## src/rtl/ptsc_pkg.sv

```systemverilog
// ptsc_pkg: shared constants, types and helpers for the pwm timer setting calculator
// no dependencies; imported by every module of the block
`timescale 1ns / 1ps

package ptsc_pkg;

  localparam int unsigned CLOCK_HZ   = 72000000;
  localparam int unsigned FREQ_MAX   = 100000;
  localparam int unsigned DUTY_MAX   = 100;
  localparam int unsigned PERIOD_MIN = 100;

  // band edges and prescaler choices
  localparam int unsigned BAND0_TOP = 100;
  localparam int unsigned BAND1_TOP = 1000;
  localparam int unsigned BAND2_TOP = 10000;
  localparam int unsigned PSC_BAND0 = 7199;
  localparam int unsigned PSC_BAND1 = 719;
  localparam int unsigned PSC_BAND2 = 71;
  localparam int unsigned PSC_BAND3 = 7;

  // timer input clock after the prescaler, worked out at elaboration
  localparam int unsigned NUM_BAND0 = CLOCK_HZ / (PSC_BAND0 + 1);
  localparam int unsigned NUM_BAND1 = CLOCK_HZ / (PSC_BAND1 + 1);
  localparam int unsigned NUM_BAND2 = CLOCK_HZ / (PSC_BAND2 + 1);
  localparam int unsigned NUM_BAND3 = CLOCK_HZ / (PSC_BAND3 + 1);

  localparam int unsigned SEL_W    = 1;
  localparam int unsigned FREQ_IN_W = 20;
  localparam int unsigned DUTY_IN_W = 8;
  localparam int unsigned PSC_W    = 13;
  localparam int unsigned PERIOD_W = 14;
  localparam int unsigned CMP_W    = 14;

  localparam int unsigned FREQ_W   = 17;  // clamped frequency
  localparam int unsigned DUTY_W   = 7;   // clamped duty
  localparam int unsigned NUM_W    = 24;  // largest dividend
  localparam int unsigned QUO_W    = 14;  // quotient stays below 2**QUO_W
  localparam int unsigned DSH_W    = FREQ_W + QUO_W - 1;
  localparam int unsigned DIV_STEPS = QUO_W;

  localparam int unsigned PROD_W   = PERIOD_W + DUTY_W;

  // divide by 100: floor(x / 100) = (x * RECIP_M) >> RECIP_SH for x < 2**20
  localparam int unsigned RECIP_SH = 26;
  localparam int unsigned RECIP_M  = ((1 << RECIP_SH) + DUTY_MAX - 1) / DUTY_MAX;
  localparam int unsigned RECIP_W  = 20;
  localparam int unsigned RMUL_W   = PROD_W + RECIP_W;

  // word handed from cell to cell
  typedef struct packed {
    logic [SEL_W-1:0] sel;
    logic [PSC_W-1:0] psc;
    logic [DUTY_W-1:0] duty;
    logic [NUM_W-1:0] rem;
    logic [DSH_W-1:0] dsh;
    logic [QUO_W-1:0] quo;
  } ptsc_word_t;

endpackage : ptsc_pkg

```

## src/rtl/pwm_timer_setting_calculator_top.sv

```systemverilog
// pwm_timer_setting_calculator_top: prescaler, period and compare values for a 72 MHz pwm timer
// depends on ptsc_pkg, ptsc_front, ptsc_div_cell, ptsc_back
//
//   channel   | handshake                 | words carried
//   ----------+---------------------------+----------------------------------------------
//   request   | start, busy (always low)  | timer_sel_i, freq_request_i, duty_request_i
//   result    | done_o, one cycle wide    | timer_out_sel_o, prescale_value_o,
//             |                           | period_value_o, compare_value_o
//
// one request word is taken every cycle; each result shows on done_o in request order
// stages: clamp and band stage, 14 divider cells (one quotient bit each), then
// the period floor with duty product and the divide-by-100 output stage
// reset clears only the valid bits along the row; payload registers are left as they are
// the receiver cannot hold results off, so the row never stalls and busy stays low
`timescale 1ns / 1ps

module pwm_timer_setting_calculator_top (
  input  logic                                clk_i,
  input  logic                                rst_ni,
  input  logic                                start,
  output logic                                busy,
  input  logic [ptsc_pkg::SEL_W-1:0]          timer_sel_i,
  input  logic [ptsc_pkg::FREQ_IN_W-1:0]      freq_request_i,
  input  logic [ptsc_pkg::DUTY_IN_W-1:0]      duty_request_i,
  output logic                                done_o,
  output logic [ptsc_pkg::SEL_W-1:0]          timer_out_sel_o,
  output logic [ptsc_pkg::PSC_W-1:0]          prescale_value_o,
  output logic [ptsc_pkg::PERIOD_W-1:0]       period_value_o,
  output logic [ptsc_pkg::CMP_W-1:0]          compare_value_o
);
  import ptsc_pkg::*;

  // valid bit and word at each joint of the cell row
  logic       row_valid [DIV_STEPS+1];
  ptsc_word_t row_word  [DIV_STEPS+1];
  logic       accept;

  // the row never stalls
  assign busy   = 1'b0;
  assign accept = start & ~busy;

  // clamp, band pick and divider load
  ptsc_front u_front (
    .clk_i          (clk_i),
    .rst_ni         (rst_ni),
    .valid_i        (accept),
    .timer_sel_i    (timer_sel_i),
    .freq_request_i (freq_request_i),
    .duty_request_i (duty_request_i),
    .valid_o        (row_valid[0]),
    .word_o         (row_word[0])
  );

  // row of division cells, quotient grows by one bit per cell
  for (genvar g = 0; g < DIV_STEPS; g++) begin : g_cell
    ptsc_div_cell u_cell (
      .clk_i   (clk_i),
      .rst_ni  (rst_ni),
      .valid_i (row_valid[g]),
      .word_i  (row_word[g]),
      .valid_o (row_valid[g+1]),
      .word_o  (row_word[g+1])
    );
  end

  // period floor, compare value and output register
  ptsc_back u_back (
    .clk_i            (clk_i),
    .rst_ni           (rst_ni),
    .valid_i          (row_valid[DIV_STEPS]),
    .word_i           (row_word[DIV_STEPS]),
    .done_o           (done_o),
    .timer_out_sel_o  (timer_out_sel_o),
    .prescale_value_o (prescale_value_o),
    .period_value_o   (period_value_o),
    .compare_value_o  (compare_value_o)
  );

endmodule : pwm_timer_setting_calculator_top

```

## src/rtl/ptsc_front.sv

```systemverilog
// ptsc_front: clamps the request, picks the frequency band and loads the divider word
// depends on ptsc_pkg
`timescale 1ns / 1ps

module ptsc_front (
  input  logic                                clk_i,
  input  logic                                rst_ni,
  input  logic                                valid_i,
  input  logic [ptsc_pkg::SEL_W-1:0]          timer_sel_i,
  input  logic [ptsc_pkg::FREQ_IN_W-1:0]      freq_request_i,
  input  logic [ptsc_pkg::DUTY_IN_W-1:0]      duty_request_i,
  output logic                                valid_o,
  output ptsc_pkg::ptsc_word_t                word_o
);
  import ptsc_pkg::*;

  logic [FREQ_W-1:0] freq_c;
  logic [DUTY_W-1:0] duty_c;
  ptsc_word_t        word_d, word_q;
  logic              valid_q;

  always_comb begin
    // clamp to 1..FREQ_MAX and duty to DUTY_MAX
    if (freq_request_i == '0) begin
      freq_c = FREQ_W'(1);
    end else if (freq_request_i > FREQ_IN_W'(FREQ_MAX)) begin
      freq_c = FREQ_W'(FREQ_MAX);
    end else begin
      freq_c = freq_request_i[FREQ_W-1:0];
    end
    if (duty_request_i > DUTY_IN_W'(DUTY_MAX)) begin
      duty_c = DUTY_W'(DUTY_MAX);
    end else begin
      duty_c = duty_request_i[DUTY_W-1:0];
    end

    word_d.sel  = timer_sel_i;
    word_d.duty = duty_c;
    word_d.quo  = '0;
    word_d.dsh  = {freq_c, {(QUO_W-1){1'b0}}};
    if (freq_c <= FREQ_W'(BAND0_TOP)) begin
      word_d.psc = PSC_W'(PSC_BAND0);
      word_d.rem = NUM_W'(NUM_BAND0);
    end else if (freq_c <= FREQ_W'(BAND1_TOP)) begin
      word_d.psc = PSC_W'(PSC_BAND1);
      word_d.rem = NUM_W'(NUM_BAND1);
    end else if (freq_c <= FREQ_W'(BAND2_TOP)) begin
      word_d.psc = PSC_W'(PSC_BAND2);
      word_d.rem = NUM_W'(NUM_BAND2);
    end else begin
      word_d.psc = PSC_W'(PSC_BAND3);
      word_d.rem = NUM_W'(NUM_BAND3);
    end
  end

  always_ff @(posedge clk_i or negedge rst_ni) begin
    if (!rst_ni) begin
      valid_q <= 1'b0;
    end else begin
      valid_q <= valid_i;
    end
  end

  always_ff @(posedge clk_i) begin
    if (valid_i) begin
      word_q <= word_d;
    end
  end

  assign valid_o = valid_q;
  assign word_o  = word_q;

endmodule : ptsc_front

```

## src/rtl/ptsc_div_cell.sv

```systemverilog
// ptsc_div_cell: one restoring division step, one quotient bit per cell
// depends on ptsc_pkg
`timescale 1ns / 1ps

module ptsc_div_cell (
  input  logic                 clk_i,
  input  logic                 rst_ni,
  input  logic                 valid_i,
  input  ptsc_pkg::ptsc_word_t word_i,
  output logic                 valid_o,
  output ptsc_pkg::ptsc_word_t word_o
);
  import ptsc_pkg::*;

  ptsc_word_t word_d, word_q;
  logic       valid_q;
  logic       fits;

  always_comb begin
    // shifted divisor fits into the remainder: take the bit
    fits   = {{(DSH_W-NUM_W){1'b0}}, word_i.rem} >= word_i.dsh;
    word_d = word_i;
    word_d.dsh = word_i.dsh >> 1;
    word_d.quo = {word_i.quo[QUO_W-2:0], fits};
    if (fits) begin
      word_d.rem = word_i.rem - word_i.dsh[NUM_W-1:0];
    end
  end

  always_ff @(posedge clk_i or negedge rst_ni) begin
    if (!rst_ni) begin
      valid_q <= 1'b0;
    end else begin
      valid_q <= valid_i;
    end
  end

  always_ff @(posedge clk_i) begin
    if (valid_i) begin
      word_q <= word_d;
    end
  end

  assign valid_o = valid_q;
  assign word_o  = word_q;

endmodule : ptsc_div_cell

```

## src/rtl/ptsc_back.sv

```systemverilog
// ptsc_back: period floor, duty product and divide by 100, with the output register
// depends on ptsc_pkg
`timescale 1ns / 1ps

module ptsc_back (
  input  logic                            clk_i,
  input  logic                            rst_ni,
  input  logic                            valid_i,
  input  ptsc_pkg::ptsc_word_t            word_i,
  output logic                            done_o,
  output logic [ptsc_pkg::SEL_W-1:0]      timer_out_sel_o,
  output logic [ptsc_pkg::PSC_W-1:0]      prescale_value_o,
  output logic [ptsc_pkg::PERIOD_W-1:0]   period_value_o,
  output logic [ptsc_pkg::CMP_W-1:0]      compare_value_o
);
  import ptsc_pkg::*;

  logic [QUO_W-1:0]    quo_m1;
  logic [PERIOD_W-1:0] period_d;
  logic [PROD_W-1:0]   prod_d;
  logic [RMUL_W-1:0]   rmul;

  logic                valid_a_q, valid_b_q;
  logic [SEL_W-1:0]    sel_a_q, sel_b_q;
  logic [PSC_W-1:0]    psc_a_q, psc_b_q;
  logic [PERIOD_W-1:0] period_a_q, period_b_q;
  logic [PROD_W-1:0]   prod_a_q;
  logic [CMP_W-1:0]    cmp_b_q;

  always_comb begin
    quo_m1   = word_i.quo - QUO_W'(1);
    period_d = (quo_m1 < QUO_W'(PERIOD_MIN)) ? PERIOD_W'(PERIOD_MIN) : quo_m1[PERIOD_W-1:0];
    prod_d   = PROD_W'(period_d) * PROD_W'(word_i.duty);
    // reciprocal multiply stands in for the divide by 100
    rmul     = RMUL_W'(prod_a_q) * RMUL_W'(RECIP_M);
  end

  always_ff @(posedge clk_i or negedge rst_ni) begin
    if (!rst_ni) begin
      valid_a_q <= 1'b0;
      valid_b_q <= 1'b0;
    end else begin
      valid_a_q <= valid_i;
      valid_b_q <= valid_a_q;
    end
  end

  always_ff @(posedge clk_i) begin
    if (valid_i) begin
      sel_a_q    <= word_i.sel;
      psc_a_q    <= word_i.psc;
      period_a_q <= period_d;
      prod_a_q   <= prod_d;
    end
    if (valid_a_q) begin
      sel_b_q    <= sel_a_q;
      psc_b_q    <= psc_a_q;
      period_b_q <= period_a_q;
      cmp_b_q    <= rmul[RECIP_SH +: CMP_W];
    end
  end

  assign done_o           = valid_b_q;
  assign timer_out_sel_o  = sel_b_q;
  assign prescale_value_o = psc_b_q;
  assign period_value_o   = period_b_q;
  assign compare_value_o  = cmp_b_q;

endmodule : ptsc_back

```

## config.mk

```make
export PLATFORM = sky130hd
export DESIGN_NAME = pwm_timer_setting_calculator_top
export DESIGN_NICKNAME = d
export VERILOG_FILES = /design/src/rtl/ptsc_pkg.sv /design/src/rtl/pwm_timer_setting_calculator_top.sv /design/src/rtl/ptsc_front.sv /design/src/rtl/ptsc_div_cell.sv /design/src/rtl/ptsc_back.sv
export SDC_FILE = /design/constraint.sdc
export NUM_CORES = 2
export LEC_CHECK = 0
export BUFFER_PORTS_ARGS = -buffer_cell sky130_fd_sc_hd__buf_4
export CORE_UTILIZATION = 49
export CTS_CLUSTER_SIZE = 40
export DETAILED_ROUTE_END_ITERATION = 10
export GPL_ROUTABILITY_DRIVEN = 1
export PLACE_DENSITY = 0.65
export SYNTH_ARGS = -nofsm -noshare
export SYNTH_HDL_FRONTEND = slang
export SYNTH_SLANG_ARGS = --single-unit
```

## constraint.sdc

```tcl
create_clock -name clk_i -period 13.88 [get_ports clk_i]
set_clock_uncertainty 0.1 [all_clocks]
set_input_delay 0.694 -clock clk_i [delete_from_list [all_inputs] [get_ports clk_i]]
set_output_delay 0.694 -clock clk_i [all_outputs]
set_load 0.05 [all_outputs]
```

==> impl_metrics.py <==
metrics = {
    "grt": {
        "grt_pass1_vias": 28500,
        "grt_remaining_overflow": 0,
        "grt_pass1_wl_um": 153000,
        "grt_use_total_pct": 19.1,
        "grt_max_degree": 67,
        "antenna_found_initial": 0,
    },
    "yosys": {
        "yosysUniqueCellTypes": 88,
        "yosysSeqAreaShare_pct": 52.2,
        "ys.flop_type": "edfxtp_1",
        "synth_warnings": 0,
        "netlist_area_mm2": 0.0490,
        "ys_ff_latch": 855,
        "synthCells": 3820,
        "syn_avg_cell_area_um2": 12.8,
        "synth_edf_count": 838,
        "synthArstFlopShare_pct": 1.99,
    },
    "drt": {
        "dr.first_iter.drc_count": 1703,
        "post-route-drc-count": 0,
        "wl_per_cell_um": 17.7,
        "route.vias.total": 28000,
        "ant_nets": 0,
        "wl_um": 94400,
        "first_pass_iters": 5,
        "via_per_inst": 5.27,
    },
    "setup_path": {
        "crit_arrival_ns": 7.47,
        "critPathKind": "reg -> reg",
        "worst_ep_required_time_ns": 14.19,
        "cp_max_fo": 9,
        "start_kind": "register",
        "cp-end-kind": "register",
    },
    "floorplan": {
        "die_h_um": 318,
        "rows": 115,
        "core_mm2": 0.0987,
        "start_util_pct": 49.6,
        "die_w_um": 318,
        "dieArea_mm2": 0.101,
        "io_pins": 76,
    },
    "timing": {
        "fin_setup_tns_ns": 0,
        "worst_pin_slew_ns": 1.23,
        "grt_setup_unrepaired": "false",
        "hold_viol_final": 0,
        "slew_headroom_pct": 17.2,
        "period_needed_ns": 7.15,
        "slew_violations": 0,
        "period_share_pct": 51.5,
        "setup_violations": 0,
        "max_freq_mhz": 140,
    },
    "final_layout": {
        "drive_gt1_share_pct": 9.23,
        "n_fill_cell": 8216,
        "antennaDiodeCount": 0,
        "syn_to_final_growth_pct": 10.5,
        "seqCellArea_mm2": 0.0256,
        "multi_input_area_mm2": 0.0212,
        "final_cell_mix": "edfxtp_1, inv_1, ha_1, fa_1, nand2_1",
        "layout_commonest_cell": "edfxtp_1",
        "nets": 4689,
        "postLayoutCellArea_mm2": 0.0541,
    },
    "clock_network": {
        "clockRootBuffer": "clkbuf_16",
        "post_cts_buffers": 0,
        "cts_resized": 0,
        "htree_levels": 3,
        "clk_path_buf_depth": 3,
        "cts.sink_count": 855,
        "insertion_delay_ns": 0.66,
        "cts_tree": "built",
        "cts_buffers": 92,
        "clkTransAtPathRegs_ns": 0.06,
    },
    "status": {
        "outcome": "finished, final reports clean",
    },
    "run": {
        "maxCapViolations": 0,
    },
    "placement": {
        "io_buffers": 69,
        "place.gp.congestion": 0.910,
        "hpwl_um": 72300,
        "dpl_cell_area_mm2": 0.0511,
    },
    "worst_hold_path": {
        "hold_path_class": "in -> reg",
    },
}
==> worst max-delay path, cell delays in order (launching register included) <==
cell and delay (ns):
edfxtp_1 0.47, nor3_2 0.30, nand3_2 0.18, nor4_2 0.27, xor2_1 0.85, nor3_4 0.18
nand2b_1 0.32, and2_1 0.24, fa_1 0.44, fa_1 0.50, fa_1 0.55, inv_1 0.05
fa_1 0.53, inv_1 0.04, ha_1 0.36, a21o_1 0.20, a21o_1 0.17, a21oi_1 0.25
o21ai_0 0.15, a211o_1 0.30, a31o_2 0.23, a21oi_1 0.16, xnor2_1 0.08
==> worst paths after layout <==
check                                                 start                     endpoint  slack (ns)  cells past startpoint
worst max-delay path            g_cell[13].u_cell.word_o[3]          u_back.prod_a_q[20]        6.73                     22
worst min-delay path                            timer_sel_i           u_front.word_o[88]        0.12                      1
worst max register to register  g_cell[13].u_cell.word_o[3]          u_back.prod_a_q[20]        6.73                     22
worst min register to register  g_cell[5].u_cell.word_o[78]  g_cell[6].u_cell.word_o[78]        0.31                      0
max in group asynchronous                            rst_ni    g_cell[13].u_cell.valid_o       13.09                      2
min in group asynchronous                            rst_ni     g_cell[7].u_cell.valid_o        0.36                      2
==> sequential cells by signal, indices dropped and copies added, names as in the netlist <==
signal                   cells
u_back.timer_out_sel_o       1
u_back.psc_a_q               4
u_front.valid_o              1
u_back.period_value_o       14
g_cell.u_cell.valid_o       14
u_back.prescale_value_o      4
u_front.word_o              35
u_back.sel_a_q               1
u_back.valid_a_q             1
u_back.prod_a_q             21
u_back.compare_value_o      14
u_back.done_o                1
g_cell.u_cell.word_o       730
u_back.period_a_q           14
==> final cells by class <==
| type | instances | share of cell area (%) |
|---|---|---|
| timing repair buffer | 88 | 1.22 |
| multi-input combinational | 2389 | 39.1 |
| sequential | 855 | 47.3 |
| tap | 1287 | 2.97 |
| clock inverter | 41 | 1.00 |
| inverter | 531 | 3.68 |
| clock buffer | 127 | 4.68 |
==> stage by stage <==
| step | util, % | setup slack, ns | std cells | hold slack [ns] |
|---|---|---|---|---|
| global placement | 51.7 | 6.86 | 5149 | 0.300 |
| finish | 54.9 | 6.73 | 5318 | 0.120 |
| floorplan | - | 7.38 | 3824 | 0.298 |
| global route | 54.9 | 6.37 | 5318 | 0.0904 |
| CTS | 54.9 | 6.75 | 5318 | 0.0802 |
| detailed placement | 51.7 | 6.75 | 5149 | 0.305 |
==> cell families after synthesis <==
family / after synthesis / share of synthesized area (%)
AND/OR/NAND/NOR: 788 / 8.20
flip-flops: 855 / 52.2
buffers and inverters: 580 / 4.57
adder cells (fa/ha/maj): 700 / 21.3
multiplexers: 106 / 2.39
other: 2 / 0.0153
XOR/XNOR: 210 / 3.75
AO/OA/AOI/OAI: 579 / 7.52
==> synth_stat cells (12+ instances only) <==
cell	number	area (µm²)
nand2_1	195	732
a21oi_1	171	856
a21boi_0	12	90.1
o21ai_0	139	696
nand2b_1	37	231
or3_1	19	119
xor2_1	85	744
o21bai_1	13	97.6
a31o_2	13	114
inv_1	531	1990
nor2_1	171	642
o211ai_1	17	128
mux2i_1	19	190
a31oi_1	12	75.1
or2_2	14	87.6
nor2b_1	69	432
xnor2_1	125	1090
dfrtp_1	17	425
fa_1	224	4480
nand3_1	41	205
ha_1	476	5960
a211oi_1	15	113
and2_1	60	375
nor3_1	57	285
o31ai_1	13	97.6
edfxtp_1	838	25200
buf_4	13	97.6
clkbuf_1	24	90.1
a21o_1	66	495
o21a_1	30	225
and3_1	22	138
mux2_2	83	935
nor4_1	19	119
nand4_1	28	175
==> metal layers <==
metal	track usage [%]	vias up	share of wire, %
met4	6.56	0	3.2
met2	33.7	421	51
met1	23.9	13600	43
li1	-	13800	-
met5	0	-	0
met3	2.56	169	3.0
==> what timing repair did <==
| item | CTS | global route |
|---|---|---|
| endpoints found under the setup margin | 0 | 0 |
| hold buffers | 1 | 0 |
| endpoints found under the hold margin | 17 | 0 |
Power is left out: the tool's default activity adds up to more than one toggle a clock period on the data nets, which glitch-free logic cannot reach.
